### config.mk
export PLATFORM = sky130hd
export DESIGN_NAME = binary_gcd64_unit
export DESIGN_NICKNAME = d
export VERILOG_FILES = /design/src/sv/bgcd_pkg.sv /design/src/sv/bgcd_datapath.sv /design/src/sv/bgcd_ctrl.sv /design/src/sv/binary_gcd64_unit.sv
export SDC_FILE = /design/constraint.sdc
export NUM_CORES = 1
export LEC_CHECK = 0
export BUFFER_PORTS_ARGS = -buffer_cell sky130_fd_sc_hd__buf_2
export CAP_MARGIN = 20
export CORE_MARGIN = 4
export CORE_UTILIZATION = 45
export DETAILED_ROUTE_END_ITERATION = 8
export GPL_TIMING_DRIVEN = 0
export REMOVE_ABC_BUFFERS = 1
export SLEW_MARGIN = 0
export SYNTH_ARGS = -nofsm -noshare
export SYNTH_HDL_FRONTEND = slang
export SYNTH_SLANG_ARGS = --single-unit
export TNS_END_PERCENT = 1
### constraint.sdc
create_clock -name clk_i -period 7.57 [get_ports clk_i]
set_clock_uncertainty 0.1 [all_clocks]
set_input_delay 1.514 -clock clk_i [delete_from_list [all_inputs] [get_ports clk_i]]
set_output_delay 1.514 -clock clk_i [all_outputs]
set_load 0.05 [all_outputs]
### src/sv/bgcd_pkg.sv
// Shared types for the binary GCD unit: controller states, datapath commands and status.
`default_nettype none

package bgcd_pkg;

  typedef enum logic [2:0] {
    ST_IDLE,
    ST_TWOS,
    ST_ODDA,
    ST_REDUCE,
    ST_RESTORE,
    ST_DONE
  } gcd_state_e;

  typedef enum logic [2:0] {
    CMD_HOLD,
    CMD_LOAD,
    CMD_OR,
    CMD_HALVE_BOTH,
    CMD_HALVE_A,
    CMD_HALVE_B,
    CMD_SUB,
    CMD_DOUBLE_A
  } gcd_cmd_e;

  typedef struct packed {
    logic a_zero;
    logic b_zero;
    logic a_odd;
    logic b_odd;
    logic k_zero;
  } gcd_status_t;

endpackage

`default_nettype wire

### src/sv/bgcd_datapath.sv
// Operand registers, shared-power counter and the subtract/shift datapath.
`default_nettype none

module bgcd_datapath import bgcd_pkg::*; #(
  parameter int DATA_WIDTH = 63
) (
  input  wire logic                  clk_i,
  input  wire logic                  rst_ni,
  input  wire gcd_cmd_e              cmd_i,
  input  wire logic [DATA_WIDTH-1:0] first_operand_i,
  input  wire logic [DATA_WIDTH-1:0] second_operand_i,
  output gcd_status_t                status_o,
  output logic [DATA_WIDTH-1:0]      result_o
);

  localparam int KW = $clog2(DATA_WIDTH);

  logic [DATA_WIDTH-1:0] a_q, a_d, b_q, b_d;
  logic [KW-1:0]         k_q, k_d;
  logic                  a_lt_b;
  logic [DATA_WIDTH:0]   diff_ab, diff_ba;

  // both differences side by side; the borrow of a - b picks the larger
  assign diff_ab = {1'b0, a_q} - {1'b0, b_q};
  assign diff_ba = {1'b0, b_q} - {1'b0, a_q};
  assign a_lt_b  = diff_ab[DATA_WIDTH];

  always_comb begin
    a_d = a_q;
    b_d = b_q;
    k_d = k_q;
    unique case (cmd_i)
      CMD_HOLD: ;
      CMD_LOAD: begin
        a_d = first_operand_i;
        b_d = second_operand_i;
        k_d = '0;
      end
      CMD_OR:  a_d = a_q | b_q;
      CMD_HALVE_BOTH: begin
        a_d = a_q >> 1;
        b_d = b_q >> 1;
        k_d = k_q + KW'(1);
      end
      CMD_HALVE_A: a_d = a_q >> 1;
      CMD_HALVE_B: b_d = b_q >> 1;
      // keep the smaller odd value, replace the other by the difference
      CMD_SUB: begin
        if (a_lt_b) begin
          a_d = a_q;
          b_d = diff_ba[DATA_WIDTH-1:0];
        end else begin
          a_d = b_q;
          b_d = diff_ab[DATA_WIDTH-1:0];
        end
      end
      CMD_DOUBLE_A: begin
        a_d = a_q << 1;
        k_d = k_q - KW'(1);
      end
      default: ;
    endcase
  end

  always_ff @(posedge clk_i or negedge rst_ni) begin
    if (!rst_ni) begin
      k_q <= '0;
    end else begin
      k_q <= k_d;
    end
  end

  always_ff @(posedge clk_i) begin
    a_q <= a_d;
    b_q <= b_d;
  end

  assign status_o.a_zero = (a_q == '0);
  assign status_o.b_zero = (b_q == '0);
  assign status_o.a_odd  = a_q[0];
  assign status_o.b_odd  = b_q[0];
  assign status_o.k_zero = (k_q == '0);
  assign result_o        = a_q;

endmodule

`default_nettype wire

### src/sv/bgcd_ctrl.sv
// Sequencer for the binary GCD: strips twos, reduces, restores the shared power.
`default_nettype none

module bgcd_ctrl import bgcd_pkg::*; (
  input  wire logic        clk_i,
  input  wire logic        rst_ni,
  input  wire logic        start,
  output logic             busy,
  output logic             done_o,
  input  wire gcd_status_t status_i,
  output gcd_cmd_e         cmd_o
);

  gcd_state_e state_q, state_d;

  always_ff @(posedge clk_i or negedge rst_ni) begin
    if (!rst_ni) begin
      state_q <= ST_IDLE;
    end else begin
      state_q <= state_d;
    end
  end

  always_comb begin
    state_d = state_q;
    cmd_o   = CMD_HOLD;
    busy    = 1'b1;
    done_o  = 1'b0;
    unique case (state_q)
      ST_IDLE, ST_DONE: begin
        busy   = 1'b0;
        done_o = (state_q == ST_DONE);
        if (start) begin
          cmd_o   = CMD_LOAD;
          state_d = ST_TWOS;
        end else begin
          state_d = ST_IDLE;
        end
      end
      ST_TWOS: begin
        priority if (status_i.a_zero || status_i.b_zero) begin
          cmd_o   = CMD_OR;
          state_d = ST_RESTORE;
        end else if (!status_i.a_odd && !status_i.b_odd) begin
          cmd_o = CMD_HALVE_BOTH;
        end else begin
          state_d = ST_ODDA;
        end
      end
      ST_ODDA: begin
        if (!status_i.a_odd) begin
          cmd_o = CMD_HALVE_A;
        end else begin
          state_d = ST_REDUCE;
        end
      end
      ST_REDUCE: begin
        priority if (status_i.b_zero) begin
          state_d = ST_RESTORE;
        end else if (!status_i.b_odd) begin
          cmd_o = CMD_HALVE_B;
        end else begin
          cmd_o = CMD_SUB;
        end
      end
      ST_RESTORE: begin
        if (status_i.k_zero) begin
          state_d = ST_DONE;
        end else begin
          cmd_o = CMD_DOUBLE_A;
        end
      end
      default: state_d = ST_IDLE;
    endcase
  end

endmodule

`default_nettype wire

### src/sv/binary_gcd64_unit.sv
// Binary (Stein) GCD unit: one request in, one result strobed out.
// A request is taken when start is high and busy is low. The unit halves both
// operands while both are even (counting the shared power of two), makes the
// first odd, then per cycle either halves the second operand or replaces the
// larger by the difference, one shift or one subtract a cycle, and finally
// doubles the result back once per counted two. If either operand is zero, the
// result is the OR of the two operands.
// The result shows on gcd_value_o when done_o is high for exactly one cycle; it
// stays there until the next request is loaded, and the receiver cannot stall.
// busy is low in that cycle, so the next request may be taken while the result
// is shown.
`default_nettype none

module binary_gcd64_unit import bgcd_pkg::*; #(
  parameter int DATA_WIDTH = 63
) (
  input  wire logic                  clk_i,
  input  wire logic                  rst_ni,
  input  wire logic                  start,
  output logic                       busy,
  input  wire logic [DATA_WIDTH-1:0] first_operand_i,
  input  wire logic [DATA_WIDTH-1:0] second_operand_i,
  output logic                       done_o,
  output logic [DATA_WIDTH-1:0]      gcd_value_o
);

  gcd_cmd_e    cmd;
  gcd_status_t status;

  bgcd_ctrl u_ctrl (
    .clk_i    (clk_i),
    .rst_ni   (rst_ni),
    .start    (start),
    .busy     (busy),
    .done_o   (done_o),
    .status_i (status),
    .cmd_o    (cmd)
  );

  bgcd_datapath #(
    .DATA_WIDTH (DATA_WIDTH)
  ) u_datapath (
    .clk_i            (clk_i),
    .rst_ni           (rst_ni),
    .cmd_i            (cmd),
    .first_operand_i  (first_operand_i),
    .second_operand_i (second_operand_i),
    .status_o         (status),
    .result_o         (gcd_value_o)
  );

endmodule

`default_nettype wire
==> metrics.csv, run 1 <==
metric;value;unit
outcome;completed;
drt_wl_total;64.9;mm
hold_viol_final;0;
cpMaxStageDelayCell;nor4_1;
min_path_type;register to register;
pre_cts_ws;1.30;ns
avgRoutedWirePerCell;24.5;um
async_flop_share;6.67;%
io_pins;194;
antenna_found_initial;0;
die_width;198;um
port_buffers;193;
worstSetupPathType;register to register;
ant_nets;0;
grt_pass1_vias;16200;
synth_ff_type;edfxtp_1;
syn_inst;2053;
rsz0062_at_grt;no;
crit_arrival;6.40;ns
path_max_fanout;30;
nets;2499;
dieArea;0.0394;mm2
min_period;6.34;ns
yosysUniqueCellTypes;82;
grt_use_total;32.2;%
clock-sinks;135;
die_h;198;um
grt_overflow;0;
htree_num_levels;4;
drc;0;
final_common_cell;inv_1;
finalMaxSlewViolations;0;
grt_max_degree;69;
core_area;0.0357;mm2
ctsResizeCount;0;
drv_cap;0;
ctsHoldBuffers;0;
num_rows;69;
fillCellCount;3554;
clockBufferDepth;2;
crit_required;7.63;ns
finalCritPeriodShare;83.8;%
clk_latency;0.47;ns
viasPerCell;6.37;
finalWorstSetupSlack;1.23;ns
syn_to_final_growth;13.2;%
hpwlAfterDp;50.8;mm
layout_common_cells;267 x inv_1, 244 x a21oi_1, 193 x buf_2, 192 x ha_1, 154 x nand2_1;
ctsRootBufferMaster;clkbuf_16;
setup_violations;0;
cp_slowest_stage_delay;0.92;ns
syn_area;0.0163;mm2
syn_area_per_cell;7.94;um2
cts_buffers;17;
yosys_warnings;0;
synth_seq_cells;135;
clk_pin_slew;0.07;ns
crit_top_cell;buf_16;
drive_above_1_share;12.9;%
drt_iter0_markers;1670;
utilization;51.8;%
cp-start-kind;register;
cp-end-kind;register;
slew_headroom;21.1;%
cts_tree;yes;
cp_cell_sequence;nor4_1 -> nand4_1 -> nor4_2 -> o31ai_1 -> nand3_1 -> o31a_1 -> o221a_4 -> a31oi_4 -> buf_16 -> a22oi_2 -> buf_16 -> buf_8;
start_util;45.7;%
postCtsSetupBuffers;0;
max_clock_freq;158;MHz
ys_seq_area_share;24.6;%
tightest_slew;1.17;ns
grt_pass1_wl;98.4;mm
num_vias;16900;
gp_congestion;0.946;
synth-edff-count;126;
firstDrtPassIters;6;
## stage by stage
step                hold WS, ns  instance area, um2  cells  setup TNS, ns
floorplan                 0.357               15800   1939        -501.93
global placement          0.378               17300   2593       -3308.43
detailed placement        0.386               17900   2617              0
CTS                       0.394               18500   2649              0
global route              0.425               18500   2649              0
finish                    0.395               18500   2650              0
## Yosys cell counts (63+ instances only)
library cell,n,area [um2]
o21ai_0,118,591
nand2_1,155,582
edfxtp_1,126,3780
o221ai_1,67,587
clkbuf_1,86,323
a21oi_1,244,1220
a22oi_1,63,473
nor2_1,92,345
a211oi_1,80,601
nor4_1,69,432
ha_1,192,2400
inv_1,267,1000
## final timing paths
check	from	end	slack (ns)	depth (start not counted)
setup / recovery	u_datapath.result_o[61]	u_datapath.result_o[47]	1.23	12
hold / removal	u_datapath.k_q[5]	u_datapath.k_q[5]	0.39	1
setup reg to reg	u_datapath.result_o[61]	u_datapath.result_o[47]	1.23	12
hold reg to reg	u_datapath.k_q[5]	u_datapath.k_q[5]	0.39	1
max in group asynchronous	rst_ni	u_datapath.k_q[0]	6.36	1
min in group asynchronous	rst_ni	u_ctrl.state_q[0]	0.80	1
## worst max-delay path, delay by kind of cell (launching register included)
family,cells,cell delay (ns)
compound gates,5,2.31
buf+inv,3,0.74
flops,1,0.58
simple gates,4,2.26
## state kept, by name, indices dropped and copies added, names as in the netlist
signal and cells:
u_datapath.result_o 63, u_ctrl.state_q 3, u_datapath.k_q 6, u_datapath.b_q 63
## routing by layer
metal / vias to the layer above / global-route usage [%] / wire length (um)
li1: 7842 / - / -
met1: 8199 / 46.6 / 30000
met2: 757 / 50.4 / 28900
met3: 94 / 4.57 / 4300
met4: 0 / 8.57 / 1710
met5: - / 0 / 0
## cell families after synthesis
logic type                 Yosys count  share of synthesized area (%)
DFF                                135                           24.6
xor gates and xnor gates            61                           3.28
buffers and inverters              383                           9.38
and+or+nand+nor                    459                           13.6
muxes                               37                           2.36
adders and majority gates          195                           15.1
AOI/OAI and AO/OA                  783                           31.7
## final cells by class
| type | count | area [um2] | share of cell area, % |
|---|---|---|---|
| Inverter | 269 | 1010 | 5.47 |
| Multi-Input combinational cell | 1535 | 10900 | 58.8 |
| Timing Repair Buffer | 217 | 1430 | 7.72 |
| Clock inverter | 12 | 153 | 0.827 |
| Tap cell | 461 | 577 | 3.12 |
| Antenna cell | 1 | 2.50 | 0.0136 |
| Sequential cell | 135 | 4010 | 21.7 |
| Clock buffer | 20 | 437 | 2.36 |
Power of run 1 is not shown: default switching activity piles up to over one toggle a cycle in this logic, so the estimate is an artifact.
==> run 2, diff against run 1 <==
Settings changed: ABC_AREA from default to 1.
Clock period 7.57 ns to 5.9 ns, I/O delays scaled along.
==> run 2 against run 1 <==
  * Core utilization shrank 0.84 points
  * Via count grew 43%
  * Cell area rose by 23%
  * Register-to-register slack got worse by 0.71 ns
  * Hold slack better by 0.045 ns
  * Count of clock-buffer cells in the layout up 1
  * Highest routed layer is now met5
==> metrics.csv, run 2 <==
metric;value;unit
outcome;completed;
grt_overflow;0;
viasPerCell;5.57;
ctsResizeCount;0;
utilization;50.9;%
finalMaxSlewViolations;0;
clockBufferDepth;2;
hold_viol_final;0;
drv_cap;0;
synth_area_leader_cell;nand2_1;
synth-edff-count;126;
avgRoutedWirePerCell;22.3;um
r2r-end;u_datapath.result_o[29];
die_width;221;um
drt_wl_total;96.8;mm
crit_required;5.98;ns
antenna_found_initial;2;
yosys.area.top_type_share;26.6;%
cp-start-kind;register;
yosys-top-cells-count;1447 x nand2_1, 671 x inv_1, 289 x nand3_1, 267 x nor2_1, 192 x ha_1;
yosys_warnings;0;
yosysUniqueCellTypes;42;
io_pins;194;
ctsRootBufferMaster;clkbuf_16;
min_path_type;input pin to async pin;
ant_nets;0;
async_flop_share;6.67;%
syn_area_per_cell;5.71;um2
htree_num_levels;4;
rsz0062_at_grt;no;
gp_congestion;1.03;
crit_arrival;5.46;ns
start_util;45.8;%
worstReg2RegStart;u_datapath.b_q[48];
max_clock_freq;186;MHz
syn_to_final_growth;11.2;%
grt_max_degree;67;
port_buffers;193;
firstDrtPassIters;6;
hold_slack;0.440;ns
hpwlAfterDp;80.4;mm
synth_ff_type;edfxtp_1;
setup_violations;0;
num_vias;24200;
nets;4052;
layout_common_cells;1443 x nand2_1, 671 x inv_1, 289 x nand3_1, 267 x nor2_1, 193 x buf_2;
drive_above_1_share;8.26;%
synthMostInstantiatedCell;nand2_1;
syn_inst;3572;
grt_pass1_vias;22900;
grt_pass1_wl;140;mm
finalCritPeriodShare;91.2;%
path_max_fanout;63;
grt_use_total;37.8;%
min_period;5.38;ns
placed_area;0.0220;mm2
num_rows;77;
final_common_cell;nand2_1;
syn_area;0.0204;mm2
synth_area_leaders;nand2_1 27%, edfxtp_1 19%, inv_1 12%;
core_area;0.0445;mm2
ys_seq_area_share;19.7;%
cts_buffers;17;
clk_pin_slew;0.06;ns
r2r_cells;12;
ctsHoldBuffers;0;
slew_headroom;32.2;%
tightest_slew;1.02;ns
clk_latency;0.50;ns
die_h;221;um
reg2reg_slack;0.52;ns
cts_tree;yes;
clock-sinks;135;
drt_iter0_markers;2773;
worstSetupPathType;register to register;
cp-startpoint;u_datapath.b_q[48];
dieArea;0.0488;mm2
drc;0;
synth_seq_cells;135;
cp-end-kind;register;
fin_area;0.0227;mm2
postCtsSetupBuffers;0;
-- run 2: cell count changes after synthesis, moves of 56 or more --
cell / before / now
nand3_1: 35 / 289
nor4_1: 69 / 0
a21oi_1: 244 / 128
xnor2_1: 59 / 1
inv_1: 267 / 671
a211oi_1: 80 / 0
a22oi_1: 63 / 0
xor2_1: 2 / 63
clkbuf_1: 86 / 30
nand2_1: 155 / 1447
nor2_1: 92 / 267
-- run 2: how the worst max path moves through the flow --
stage	endpoint	slack, ns
3_3_place_gp	u_datapath.result_o[22]	-5.53
4_1_cts	u_datapath.result_o[23]	0.70
2_1_floorplan	u_datapath.result_o[0]	-0.03
6_report	u_datapath.result_o[29]	0.52
3_5_place_dp	u_datapath.result_o[23]	0.71
5_1_grt	u_datapath.result_o[22]	0.45
-- run 2: worst max-delay path, stage by stage, from the launching register on --
cell and delay (ns):
edfxtp_1 0.52, inv_1 0.14, ha_1 0.45, o21ai_0 0.44, a21oi_1 0.19, o21ai_0 0.55
a21oi_1 0.19, nand2_1 0.25, inv_2 0.28, nand2_4 0.81, nor2_1 0.17, a21oi_4 0.53
buf_12 0.28
-- run 2: final cells by class --
class	instances	area, um2
Antenna cell	2	5.00
Clock buffer	21	460
Clock inverter	11	171
Fill cell	4789	21800
Inverter	702	2640
Multi-Input combinational cell	2662	13400
Sequential cell	135	4010
Tap cell	592	741
Timing Repair Buffer	210	1270
-- run 2: per-stage QoR --
| stage | worst slack [ns] | setup TNS [ns] | instances |
|---|---|---|---|
| global route | 0.455 | 0 | 4333 |
| floorplan | -0.0265 | -2.63 | 3499 |
| finish | 0.517 | 0 | 4335 |
| detailed placement | 0.707 | 0 | 4300 |
| global placement | -5.53 | -889.36 | 4284 |
| CTS | 0.702 | 0 | 4332 |
-- run 2: layer usage --
| layer | track usage, % | share of wire [%] |
|---|---|---|
| met1 | 49.9 | 41 |
| met2 | 59.0 | 44 |
| met3 | 6.94 | 9.2 |
| met4 | 19.9 | 6.0 |
| met5 | 0 | 0.020 |
-- run 2: cells by family (layout without fill, tap and decap cells) --
group	count (synthesis)	in the layout	share of synthesized area (%)
other	0	2	0
adders and majority gates	195	195	12.1
AOI/OAI and AO/OA	310	310	8.88
xor gates and xnor gates	64	64	2.75
DFF	135	135	19.7
buffers and inverters	775	944	14.9
and+or+nand+nor	2092	2092	41.7
muxes	1	1	0.0552
Power of run 2 is left out for the same reason.
==> run 3, diff against run 2 <==
Settings changed: CORE_MARGIN 4 to 1.
==> run 3 against run 2 <==
  * Core utilization is 0.16 points lower
  * Count of clock-buffer cells in the layout shrank 4
  * Setup slack got worse by 0.018 ns
  * Critical path type unchanged
==> metrics.csv, run 3 (synthesized netlist as in run 2, its figures left out) <==
metric;value;unit
outcome;completed;
num_vias;23900;
layout_common_cells;1443 x nand2_1, 671 x inv_1, 289 x nand3_1, 267 x nor2_1, 193 x buf_2;
grt_max_degree;67;
clockBufferDepth;2;
ctsRootBufferMaster;clkbuf_16;
grt_pass1_wl;137;mm
grt_use_total;40.1;%
start_util;45.8;%
setup_tns;0;ns
crit_arrival;5.48;ns
cts_tree;yes;
htree_num_levels;4;
worstSetupPathType;register to register;
finalMaxSlewViolations;0;
setup_violations;0;
drt_wl_total;93.4;mm
hold_viol_final;0;
clock-sinks;135;
avgRoutedWirePerCell;21.6;um
drt_iter0_markers;2656;
ctsResizeCount;0;
cp-start-kind;register;
core_area;0.0445;mm2
io_pins;194;
ctsHoldBuffers;0;
gp_congestion;1.07;
port_buffers;193;
dieArea;0.0462;mm2
min_period;5.40;ns
crit_required;5.98;ns
finalCritPeriodShare;91.5;%
fin_area;0.0226;mm2
grt_overflow;0;
cp-end-kind;register;
postCtsSetupBuffers;0;
cts_buffers;17;
tightest_slew;1.15;ns
pre_cts_ws;0.701;ns
firstDrtPassIters;7;
hpwlAfterDp;76.7;mm
placed_area;0.0220;mm2
min_path_type;input pin to async pin;
final_common_cell;nand2_1;
rsz0062_at_grt;no;
nets;4050;
clk_pin_slew;0.07;ns
utilization;50.8;%
drv_cap;0;
drc;0;
antenna_found_initial;2;
ant_nets;0;
path_max_fanout;63;
num_rows;77;
clk_latency;0.50;ns
grt_pass1_vias;22600;
slew_headroom;22.9;%
viasPerCell;5.53;
finalWorstSetupSlack;0.499;ns
syn_to_final_growth;10.8;%
die_width;215;um
drive_above_1_share;8.26;%
max_clock_freq;185;MHz
die_h;215;um
[run 3: final timing paths]
check | startpoint | endpoint | slack (ns) | cells past startpoint
min in group clk_i | u_ctrl.state_q[1] | u_ctrl.state_q[1] | 0.46 | 1
worst max register to register | u_datapath.result_o[50] | u_datapath.result_o[25] | 0.50 | 12
worst min-delay path | rst_ni | u_datapath.k_q[3] | 0.43 | 1
worst max-delay path | u_datapath.result_o[50] | u_datapath.result_o[25] | 0.50 | 12
max in group asynchronous | rst_ni | u_datapath.k_q[0] | 5.06 | 1
worst min register to register | u_ctrl.state_q[1] | u_ctrl.state_q[1] | 0.46 | 1
[run 3: final cells by class]
class                   count  area [um2]
fillers                  4845       21900
multi-input cells        2662       13400
flip-flops and latches    135        4010
inverters                 702        2640
repair buffers            208        1240
well taps                 592         741
clock buffers              17         425
clock inverters            15         168
diodes                      2        5.00
[run 3: critical path, cell delays in order, from the launching register on]
cell,delay (ns)
edfxtp_1,0.48
inv_1,0.12
ha_1,0.50
o21ai_0,0.40
a21oi_1,0.17
o21ai_0,0.56
a21oi_1,0.17
nand2_1,0.28
inv_2,0.30
nand2_4,0.83
nor2_1,0.17
a21oi_4,0.59
buf_12,0.28
[run 3: per-layer routing]
metal	track usage [%]	wire (um)	vias to the layer above
li1	-	-	11400
met1	53.0	39500	11200
met2	62.5	40600	1185
met3	6.65	8210	174
met4	20.9	5050	2
met5	0	15	-
[run 3: stage by stage]
step / instances / hold slack, ns
global route: 4331 / 0.429
global placement: 4284 / 0.414
finish: 4333 / 0.430
detailed placement: 4298 / 0.431
floorplan: 3499 / 0.403
CTS: 4330 / 0.412
Power of run 3 is left out for the same reason.
